===== config.mk =====
export PLATFORM = sky130hd
export DESIGN_NAME = tsu_queue
export DESIGN_NICKNAME = d
export VERILOG_FILES = /design/src/sv/tsu_pkg.sv /design/src/sv/tsu_queue.sv
export SDC_FILE = /design/constraint.sdc
export NUM_CORES = 1
export LEC_CHECK = 0
export ABC_AREA = 1
export BUFFER_PORTS_ARGS = -buffer_cell sky130_fd_sc_hd__buf_4
export CORE_MARGIN = 1.5
export CORE_UTILIZATION = 30
export CTS_BUF_LIST = sky130_fd_sc_hd__clkbuf_4 sky130_fd_sc_hd__clkbuf_8
export CTS_CLUSTER_DIAMETER = 150
export CTS_CLUSTER_SIZE = 20
export DETAILED_ROUTE_END_ITERATION = 7
export PLACE_DENSITY = 0.45
export REMOVE_ABC_BUFFERS = 1
export SKIP_LAST_GASP = 1
export SYNTH_ARGS = -nofsm -noshare
export SYNTH_HDL_FRONTEND = slang
export SYNTH_SLANG_ARGS = --single-unit

===== constraint.sdc =====
create_clock -name clk -period 4.67 [get_ports clk]
set_clock_uncertainty 0.2 [all_clocks]
set_input_delay 0.467 -clock clk [delete_from_list [all_inputs] [get_ports clk]]
set_output_delay 0.467 -clock clk [all_outputs]
set_load 0.1 [all_outputs]

===== src/sv/tsu_pkg.sv =====
// shared constants and types of the terminator span update block
package tsu_pkg;

    // field widths
    localparam int unsigned LINE_W     = 9;
    localparam int unsigned HW_W       = 11;
    localparam int unsigned COL_W      = 10;
    localparam int unsigned CFG_W      = 11;
    localparam int unsigned IN_DATA_W  = 40;
    localparam int unsigned OUT_DATA_W = 32;

    // map geometry
    localparam int unsigned MAP_HEIGHT_DEF  = 512;
    localparam int unsigned MAX_MAP_WIDTH   = 1024;
    localparam int unsigned MIN_MAP_WIDTH   = 2;
    localparam int unsigned MAP_WIDTH_RESET = 640;

    // width of column positions, which stay below twice the map width
    localparam int unsigned PW = $clog2(2 * MAX_MAP_WIDTH);

    // depth of the job queue between front and back
    localparam int unsigned QUEUE_DEPTH = 4;

    // one classified line: up to two runs, each may wrap into two segments
    typedef struct packed {
        logic [LINE_W-1:0] line;
        logic [PW-1:0]     left0;
        logic [PW-1:0]     npix0;
        logic [PW-1:0]     left1;
        logic [PW-1:0]     npix1;
        logic              two;
    } tsu_job_t;

endpackage


===== src/sv/tsu_queue.sv =====
// short job queue between front and back
module tsu_queue (
    input  logic              clk,
    input  logic              rst_n,
    input  logic              push_valid,
    output logic              push_ready,
    input  tsu_pkg::tsu_job_t push_data,
    output logic              pop_valid,
    input  logic              pop_ready,
    output tsu_pkg::tsu_job_t pop_data
);

    localparam int unsigned DEPTH = tsu_pkg::QUEUE_DEPTH;
    localparam int unsigned PTR_W = $clog2(DEPTH);
    localparam int unsigned CNT_W = $clog2(DEPTH + 1);

    tsu_pkg::tsu_job_t slots [DEPTH];
    logic [PTR_W-1:0]  wr_ptr_reg;
    logic [PTR_W-1:0]  rd_ptr_reg;
    logic [CNT_W-1:0]  count_reg;
    logic              push;
    logic              pop;

    // handshake
    always_comb
    begin
        push_ready = count_reg != CNT_W'(DEPTH);
        pop_valid  = count_reg != '0;
        push       = push_valid && push_ready;
        pop        = pop_valid && pop_ready;
        pop_data   = slots[rd_ptr_reg];
    end

    // pointers and fill count
    always_ff @(posedge clk or negedge rst_n)
    begin
        if (!rst_n)
        begin
            wr_ptr_reg <= '0;
            rd_ptr_reg <= '0;
            count_reg  <= '0;
        end
        else
        begin
            if (push)
            begin
                wr_ptr_reg <= (wr_ptr_reg == PTR_W'(DEPTH - 1)) ? '0 : wr_ptr_reg + PTR_W'(1);
            end
            if (pop)
            begin
                rd_ptr_reg <= (rd_ptr_reg == PTR_W'(DEPTH - 1)) ? '0 : rd_ptr_reg + PTR_W'(1);
            end
            if (push && !pop)
            begin
                count_reg <= count_reg + CNT_W'(1);
            end
            else if (pop && !push)
            begin
                count_reg <= count_reg - CNT_W'(1);
            end
        end
    end

    // storage
    always_ff @(posedge clk)
    begin
        if (push)
        begin
            slots[wr_ptr_reg] <= push_data;
        end
    end

endmodule


==> impl_metrics.ini <==
[yosys]
synthCells = 688
async_reset_ff_share_pct = 3.14
yosys_warnings = 0
synth_seq_cells = 223
synth.most_common_cell = edfxtp_1
synth_area_um2 = 9580
synth_top_area_share_pct = 67.7
synth_edf_count = 216
ys_top_cells_by_count = edfxtp_1, nand2_1, inv_1
synth.yosys.seq_area_share_pct = 69.5
synth.avg_cell_area_um2 = 13.9
synth_area_leaders = edfxtp_1, o211ai_2, nand2_1, inv_1, nand2_2
yosys.area.top_type = edfxtp_1
ys_types = 19
ys.flop_type = edfxtp_1

[clocking]
clock_latency_ns = 0.52
cts_num_sinks = 223
clockBufferDepth = 3
cts_buffers = 15
htree_levels = 1
clockRootBuffer = clkbuf_8
ctsResizeCount = 0
post-cts-setup-buffers = 0
ctsHoldBuffers = 57
clk_transition_reported_paths_ns = 0.13
tritoncts = yes

[finish]
nets = 919
stdcell_area_um2 = 11600
seq_area_um2 = 6670
multiInputGateArea_um2 = 2140
largest_reg_flops = 216
area.growth.synth_to_final_pct = 21.0
fillCellCount = 3049
drive_gt1_share_pct = 32.1

[worst_setup_path]
cp.buffers_inverters = 2
path_cells = buf_4 -> o211ai_1 -> nand2_1 -> buf_4
crit_path_end_kind = output pin
crit_arrival_ns = 2.67
r2r_setup_slack_ns = 2.01
rr_worst_depth = 5
regToRegStartpoint = count_reg[0]$_DFFE_PN0P_
slowest_delay_ns = 1.07
cp_max_fo = 67
crit_slowest_cell = dfrtp_4
cp.required_ns = 4.00
path_common_cell = buf_4
reg2reg_to = slots[1][26]$_DFFE_PP_
path_depth = 4
critPathTopFamily = flip-flops
critPathKind = flop to output pin
crit_path_start_kind = flop

[timing]
min_period_ns = 3.34
worst_slew_pin_slew_ns = 0.978
rsz0062_at_grt = no
min_period_over_period_pct = 71.4
fmax_mhz = 300
relSlewSlack_pct = 34.8
slew_violations = 0
final_hold_viol_count = 0
setup_viol = 0

[floorplan]
placementRows = 65
dieHeight_um = 182
die_x_um = 182
ios = 114
initial_core_util_pct = 30.4
core_area_um2 = 31500
dieArea_um2 = 33000

[grt]
first_global_vias = 5389
grt_max_degree = 68
antenna_found_initial = 2
grtUsageTotal_pct = 12.1
grt_overflow_total = 0
grt_pass1_wl_mm = 31.0

[place]
io_buffers = 113
hpwl_mm = 11.5
globalplace.congestion = 0.702
placed_cell_area_um2 = 10800

[run]
max_cap_violations = 0

[routing]
num_vias = 5359
vias_per_cell = 4.25
routed_wl_mm = 19.6
routedWlPerCell_um = 15.6
first_pass_iters = 4
drcViolationCount = 0
drtIter0Drc = 180
ant_nets = 0

[run_status]
status = finished, final reports clean

[hold_path]
min_path_type = input pin to asynchronous set/reset pin
==> layer usage <==
layer | wire length, µm | global-route usage, %
met1 | 9510 | 16.9
met3 | 857 | 2.37
met2 | 8920 | 19.7
met4 | 329 | 2.37
met5 | 0 | 0
==> layout by cell type (no fill, tap or decap), types with 6 or more instances in the layout <==
cell type and n:
nand3_1 7, o211ai_1 43, buf_4 124, dlygate4sd3_1 57, ha_1 6, nand2_1 123, nand2_2 54, inv_1 119
o211ai_2 65, clkbuf_8 15, edfxtp_1 216
==> kinds of logic after synthesis <==
logic type,synth area share (%)
flip-flops,69.5
AND/OR/NAND/NOR,9.01
buffers and inverters,8.47
AO/OA/AOI/OAI,11.9
adder cells (fa/ha/maj),0.992
XOR/XNOR,0.0914
==> per-stage QoR <==
step / instances / setup TNS (ns) / worst slack (ns) / hold WS, ns / utilization [%]
final: 1261 / 0 / 1.33 / 0.127 / 36.8
after detailed placement: 1182 / 0 / 1.87 / 0.0879 / 34.2
after global placement: 1182 / 0 / 1.87 / 0.0914 / 34.2
after CTS: 1259 / 0 / 1.25 / 0.0712 / 36.8
after floorplan: 653 / -127.89 / -2.34 / -0.0286 / -
after global routing: 1259 / 0 / 1.11 / 0.0935 / 36.8
==> how the worst max path moves through the flow <==
| stage | start | end | slack [ns] |
|---|---|---|---|
| 6_report | rd_ptr_reg[0]$_DFFE_PN0P_ | pop_data[19] | 1.33 |
| 5_1_grt | rd_ptr_reg[0]$_DFFE_PN0P_ | pop_data[53] | 1.11 |
| 4_1_cts | rd_ptr_reg[0]$_DFFE_PN0P_ | pop_data[22] | 1.25 |
| 3_5_place_dp | rd_ptr_reg[0]$_DFFE_PN0P_ | pop_data[22] | 1.87 |
| 3_3_place_gp | rd_ptr_reg[0]$_DFFE_PN0P_ | pop_data[22] | 1.87 |
| 2_1_floorplan | rd_ptr_reg[0]$_DFFE_PN0P_ | pop_data[0] | -2.34 |
==> area by class of cell <==
| type | count | share of cell area (%) |
|---|---|---|
| flip-flops and latches | 223 | 57.5 |
| multi-input cells | 308 | 18.4 |
| clock buffers | 19 | 2.04 |
| inverters | 122 | 3.96 |
| repair buffers | 184 | 13.5 |
| clock inverters | 1 | 0.173 |
| diodes | 2 | 0.0432 |
| well taps | 402 | 4.34 |
Power is left out: the tool's default activity adds up to more than one toggle a clock period on the data nets, which glitch-free logic cannot reach.
