===== src/sv/tsu_pkg.sv =====
// shared constants and types of the terminator span update block
package tsu_pkg;

    // field widths
    localparam int unsigned LINE_W     = 9;
    localparam int unsigned HW_W       = 11;
    localparam int unsigned COL_W      = 10;
    localparam int unsigned CFG_W      = 11;
    localparam int unsigned IN_DATA_W  = 40;
    localparam int unsigned OUT_DATA_W = 32;

    // map geometry
    localparam int unsigned MAP_HEIGHT_DEF  = 512;
    localparam int unsigned MAX_MAP_WIDTH   = 1024;
    localparam int unsigned MIN_MAP_WIDTH   = 2;
    localparam int unsigned MAP_WIDTH_RESET = 640;

    // width of column positions, which stay below twice the map width
    localparam int unsigned PW = $clog2(2 * MAX_MAP_WIDTH);

    // depth of the job queue between front and back
    localparam int unsigned QUEUE_DEPTH = 4;

    // one classified line: up to two runs, each may wrap into two segments
    typedef struct packed {
        logic [LINE_W-1:0] line;
        logic [PW-1:0]     left0;
        logic [PW-1:0]     npix0;
        logic [PW-1:0]     left1;
        logic [PW-1:0]     npix1;
        logic              two;
    } tsu_job_t;

endpackage


===== src/sv/tsu_back.sv =====
// back end: splits runs at the right edge and emits one segment per cycle while the output is not stalled
module tsu_back (
    input  logic                                 clk,
    input  logic                                 rst_n,
    input  logic [tsu_pkg::PW-1:0]               w,
    input  logic                                 job_valid,
    output logic                                 job_ready,
    input  tsu_pkg::tsu_job_t                    job,
    output logic                                 m_tvalid,
    input  logic                                 m_tready,
    output logic [tsu_pkg::OUT_DATA_W-1:0]       m_tdata,
    output logic                                 m_tlast
);

    localparam int unsigned PW    = tsu_pkg::PW;
    localparam int unsigned COL_W = tsu_pkg::COL_W;
    localparam int unsigned PAD_W = tsu_pkg::OUT_DATA_W - tsu_pkg::LINE_W - 2 * COL_W;

    typedef enum logic [1:0] {ST_RUN0, ST_RUN0_WRAP, ST_RUN1, ST_RUN1_WRAP} state_t;

    state_t                     state_reg;
    state_t                     state_next;
    logic                       out_valid_reg;
    logic [tsu_pkg::LINE_W-1:0] out_line_reg;
    logic [COL_W-1:0]           out_start_reg;
    logic [COL_W-1:0]           out_end_reg;
    logic                       out_last_reg;

    logic          second_run;
    logic          wrap_phase;
    logic [PW-1:0] left;
    logic [PW-1:0] npix;
    logic [PW-1:0] left_r;
    logic [PW:0]   endx;
    logic          split;
    logic [PW:0]   seg_start;
    logic [PW:0]   seg_end;
    logic          run_done;
    logic          job_done;
    logic          out_adv;
    logic          emit;

    // current run and its wrap split
    always_comb
    begin
        second_run = (state_reg == ST_RUN1) || (state_reg == ST_RUN1_WRAP);
        wrap_phase = (state_reg == ST_RUN0_WRAP) || (state_reg == ST_RUN1_WRAP);
        left       = second_run ? job.left1 : job.left0;
        npix       = second_run ? job.npix1 : job.npix0;
        left_r     = (left >= w) ? left - w : left;
        endx       = {1'b0, left_r} + {1'b0, npix};
        split      = endx > {1'b0, w};
        if (wrap_phase)
        begin
            seg_start = '0;
            seg_end   = endx - {1'b0, w} - (PW + 1)'(1);
        end
        else
        begin
            seg_start = {1'b0, left_r};
            seg_end   = split ? {1'b0, w} - (PW + 1)'(1) : endx - (PW + 1)'(1);
        end
        run_done  = wrap_phase || !split;
        job_done  = run_done && (second_run || !job.two);
        out_adv   = !out_valid_reg || m_tready;
        emit      = job_valid && out_adv;
        job_ready = emit && job_done;
    end

    // next segment selection
    always_comb
    begin
        state_next = state_reg;
        if (emit)
        begin
            unique case (state_reg)
                ST_RUN0:
                begin
                    if (job_done)
                    begin
                        state_next = ST_RUN0;
                    end
                    else if (!run_done)
                    begin
                        state_next = ST_RUN0_WRAP;
                    end
                    else
                    begin
                        state_next = ST_RUN1;
                    end
                end
                ST_RUN0_WRAP:
                begin
                    state_next = job_done ? ST_RUN0 : ST_RUN1;
                end
                ST_RUN1:
                begin
                    state_next = job_done ? ST_RUN0 : ST_RUN1_WRAP;
                end
                ST_RUN1_WRAP:
                begin
                    state_next = ST_RUN0;
                end
                default:
                begin
                    state_next = ST_RUN0;
                end
            endcase
        end
    end

    // state and output register
    always_ff @(posedge clk or negedge rst_n)
    begin
        if (!rst_n)
        begin
            state_reg     <= ST_RUN0;
            out_valid_reg <= 1'b0;
            out_line_reg  <= '0;
            out_start_reg <= '0;
            out_end_reg   <= '0;
            out_last_reg  <= 1'b0;
        end
        else
        begin
            state_reg <= state_next;
            if (emit)
            begin
                out_valid_reg <= 1'b1;
                out_line_reg  <= job.line;
                out_start_reg <= seg_start[COL_W-1:0];
                out_end_reg   <= seg_end[COL_W-1:0];
                out_last_reg  <= job_done;
            end
            else if (m_tready)
            begin
                out_valid_reg <= 1'b0;
            end
        end
    end

    // result port
    assign m_tvalid = out_valid_reg;
    assign m_tdata  = {PAD_W'(0), out_end_reg, out_start_reg, out_line_reg};
    assign m_tlast  = out_last_reg;

endmodule


===== config.mk =====
export PLATFORM = sky130hd
export DESIGN_NAME = tsu_back
export DESIGN_NICKNAME = d
export VERILOG_FILES = /design/src/sv/tsu_pkg.sv /design/src/sv/tsu_back.sv
export SDC_FILE = /design/constraint.sdc
export NUM_CORES = 1
export LEC_CHECK = 0
export BUFFER_PORTS_ARGS = -buffer_cell sky130_fd_sc_hd__buf_2
export CORE_ASPECT_RATIO = 2
export CORE_MARGIN = 5
export CORE_UTILIZATION = 30
export DETAILED_ROUTE_END_ITERATION = 8
export GPL_TIMING_DRIVEN = 0
export PLACE_DENSITY = 0.47
export SLEW_MARGIN = 10
export SYNTH_ARGS = -nofsm -noshare
export SYNTH_HDL_FRONTEND = slang
export SYNTH_SLANG_ARGS = --single-unit

===== constraint.sdc =====
create_clock -name clk -period 8 [get_ports clk]
set_clock_uncertainty 0.05 [all_clocks]
set_input_delay 0.8 -clock clk [delete_from_list [all_inputs] [get_ports clk]]
set_output_delay 0.8 -clock clk [all_outputs]
set_load 0.1 [all_outputs]

==> out/metrics.csv <==
metric;value;unit
diodes;0;
nets;671;
drt_iter0_drc;129;
status;finished, final reports clean;
cts_buffers;5;
multiInputGateArea;2730;um2
slew_violations;0;
mostFrequentLayoutCells;buf_2, nand2_1, ha_1;
rows;58;
synth-edff-count;0;
muxShareOfSynthArea;10.6;%
start_util;30.3;%
endpoint_kind;primary output;
cts.sinks;33;
cap_viol_max_count;0;
cts_root_buf;clkbuf_16;
register_area;827;um2
antenna_found_initial;0;
grt_use_total;15.7;%
synthSimpleGateAreaFrac;18.7;%
setup_viol;0;
cts_tree;yes;
area_delta_synth_final;24.6;%
synth.yosys.seq_area_share;22.0;%
critPathLaunchType;register;
required;7.15;ns
avgSynthCellArea;8.33;um2
vias_per_cell;4.96;
ys_seq_elements;33;
clkTransAtPathRegs;0.05;ns
critPathCapture;job_ready;
timing.fmax;132;MHz
nFillCells;1320;
rrSetupSlack;0.54;ns
worst_pin_slew;0.787;ns
period_minus_slack;7.55;ns
insertion_delay;0.28;ns
r2r-end;out_end_reg[8];
ant_nets;0;
port_buffers;100;
ys.flop_type;dfrtp_1;
wl_per_cell;16.7;um
crit_cells;29;
grt_pass1_vias;3334;
slowest_stage;dfrtp_2;
grt_pass1_wl;17900;um
crit_arrival;6.70;ns
die-area;15000;um2
ys_warn_count;0;
synthAdderAreaFrac;13.6;%
wl;11900;um
num_vias;3544;
synth_xor_xnor_area_share;7.23;%
synth_compound_area_share;21.6;%
hold_viol;0;
die_h;168;um
post-route-drc-count;0;
worst-path-buf-inv;5;
synth_top_family_by_area;compound AO/OA/AOI/OAI gates;
crit_family;simple AND/OR/NAND/NOR gates;
rsz0062_at_grt;false;
clock_path_buffers;2;
fin_crit_sh;94.4;%
timing.rr.start;state_reg[1];
maxSlewHeadroom;47.5;%
gp_congestion;0.877;
synth_area;3750;um2
final_common_cell;buf_2;
grt-ovfl-total;0;
fp.dieW;89.1;um
ctsHtreeMaxLevel;2;
ys_types;62;
hold_depth;2;
critical_path_class;reg2out;
io_pins;104;
critPathLaunch;state_reg[1];
firstDrtPassIters;4;
max_stage_delay;0.45;ns
hold_class;reg2reg;
final_layout_size_suffix_gt1_share;30.1;%
fin_tns_setup;0;ns
synthCells;451;
grt_max_degree;34;
async_flop_share;100;%
dpl.hpwl;9820;um
r2r_cells;36;
core;12400;um2
crit_path_max_fanout;10;
[per-stage QoR]
| stage | area (um2) | worst slack [ns] | util (%) | hold slack (ns) | cells |
|---|---|---|---|---|---|
| floorplan | 3760 | 0.212 | - | 0.454 | 453 |
| global placement | 4450 | -0.618 | 35.9 | 0.405 | 703 |
| detailed placement | 4450 | -0.605 | 35.9 | 0.407 | 703 |
| CTS | 4610 | 0.0484 | 37.2 | 0.421 | 710 |
| global route | 4680 | 0.00451 | 37.7 | 0.427 | 714 |
| finish | 4680 | 0.450 | 37.7 | 0.415 | 714 |
[routing by layer]
layer / part of all wire, % / track usage [%]
met5: 0 / 0
met3: 5.9 / 2.01
met4: 1.2 / 3.89
met1: 43 / 20.2
met2: 50 / 27.1
[how the worst min path moves through the flow]
| stage | to | slack [ns] | startpoint |
|---|---|---|---|
| 2_1_floorplan | m_tlast | 0.45 | rst_n |
| 3_3_place_gp | out_line_reg[7] | 0.40 | out_line_reg[7] |
| 3_5_place_dp | out_line_reg[4] | 0.41 | out_line_reg[4] |
| 4_1_cts | out_line_reg[4] | 0.42 | out_line_reg[4] |
| 5_1_grt | out_line_reg[4] | 0.43 | out_line_reg[4] |
| 6_report | out_line_reg[4] | 0.41 | out_line_reg[4] |
[timing repair]
| item | 4_1_cts | 5_1_grt |
|---|---|---|
| endpoints found under the setup margin | 6 | 4 |
| buffers inserted | 0 | 5 |
| pin swaps | 0 | 1 |
| gates resized for setup | 5 | 16 |
| hold buffers | 0 | 0 |
[worst register-to-register path: cells and delay by family, from the launching register on]
family	cells	cell delay, ns
compound gates	11	2.14
simple gates	12	1.89
fa+ha+maj	5	1.46
buf+inv	6	0.86
flops	1	0.45
mux	1	0.35
xor+xnor	1	0.20
[synth_stat cells, drive strengths merged (7+ instances only)]
cell / n / area (um2)
buf: 10 / 87.6
inv: 28 / 105
xor2: 10 / 87.6
xnor2: 21 / 184
mux2: 23 / 259
a21oi: 26 / 134
a211oi: 7 / 62.6
a21o: 9 / 67.6
clkbuf: 10 / 37.5
nand3: 8 / 40.0
dfrtp: 33 / 826
nand2b: 7 / 43.8
mux2i: 14 / 140
o21ai: 18 / 90.1
nor3: 15 / 75.1
nand2: 56 / 210
ha: 36 / 450
o31ai: 12 / 95.1
nor2: 30 / 115
[final cells by class]
class | count | share of cell area [%]
repair buffers | 105 | 11.6
flip-flops and latches | 33 | 17.7
multi-input cells | 372 | 58.3
well taps | 150 | 4.01
clock buffers | 7 | 3.26
inverters | 28 | 2.25
clock inverters | 1 | 0.107
plain buffers | 18 | 2.78
[logic make-up after synthesis]
kind of cell               count (synthesis)
and+or+nand+nor                          148
other                                      1
AOI/OAI and AO/OA                        114
buffers and inverters                     48
DFF                                       33
xor gates and xnor gates                  31
adders and majority gates                 39
muxes                                     37
Power is not shown: default switching activity piles up to over one toggle a cycle in this logic, so the estimate is an artifact.
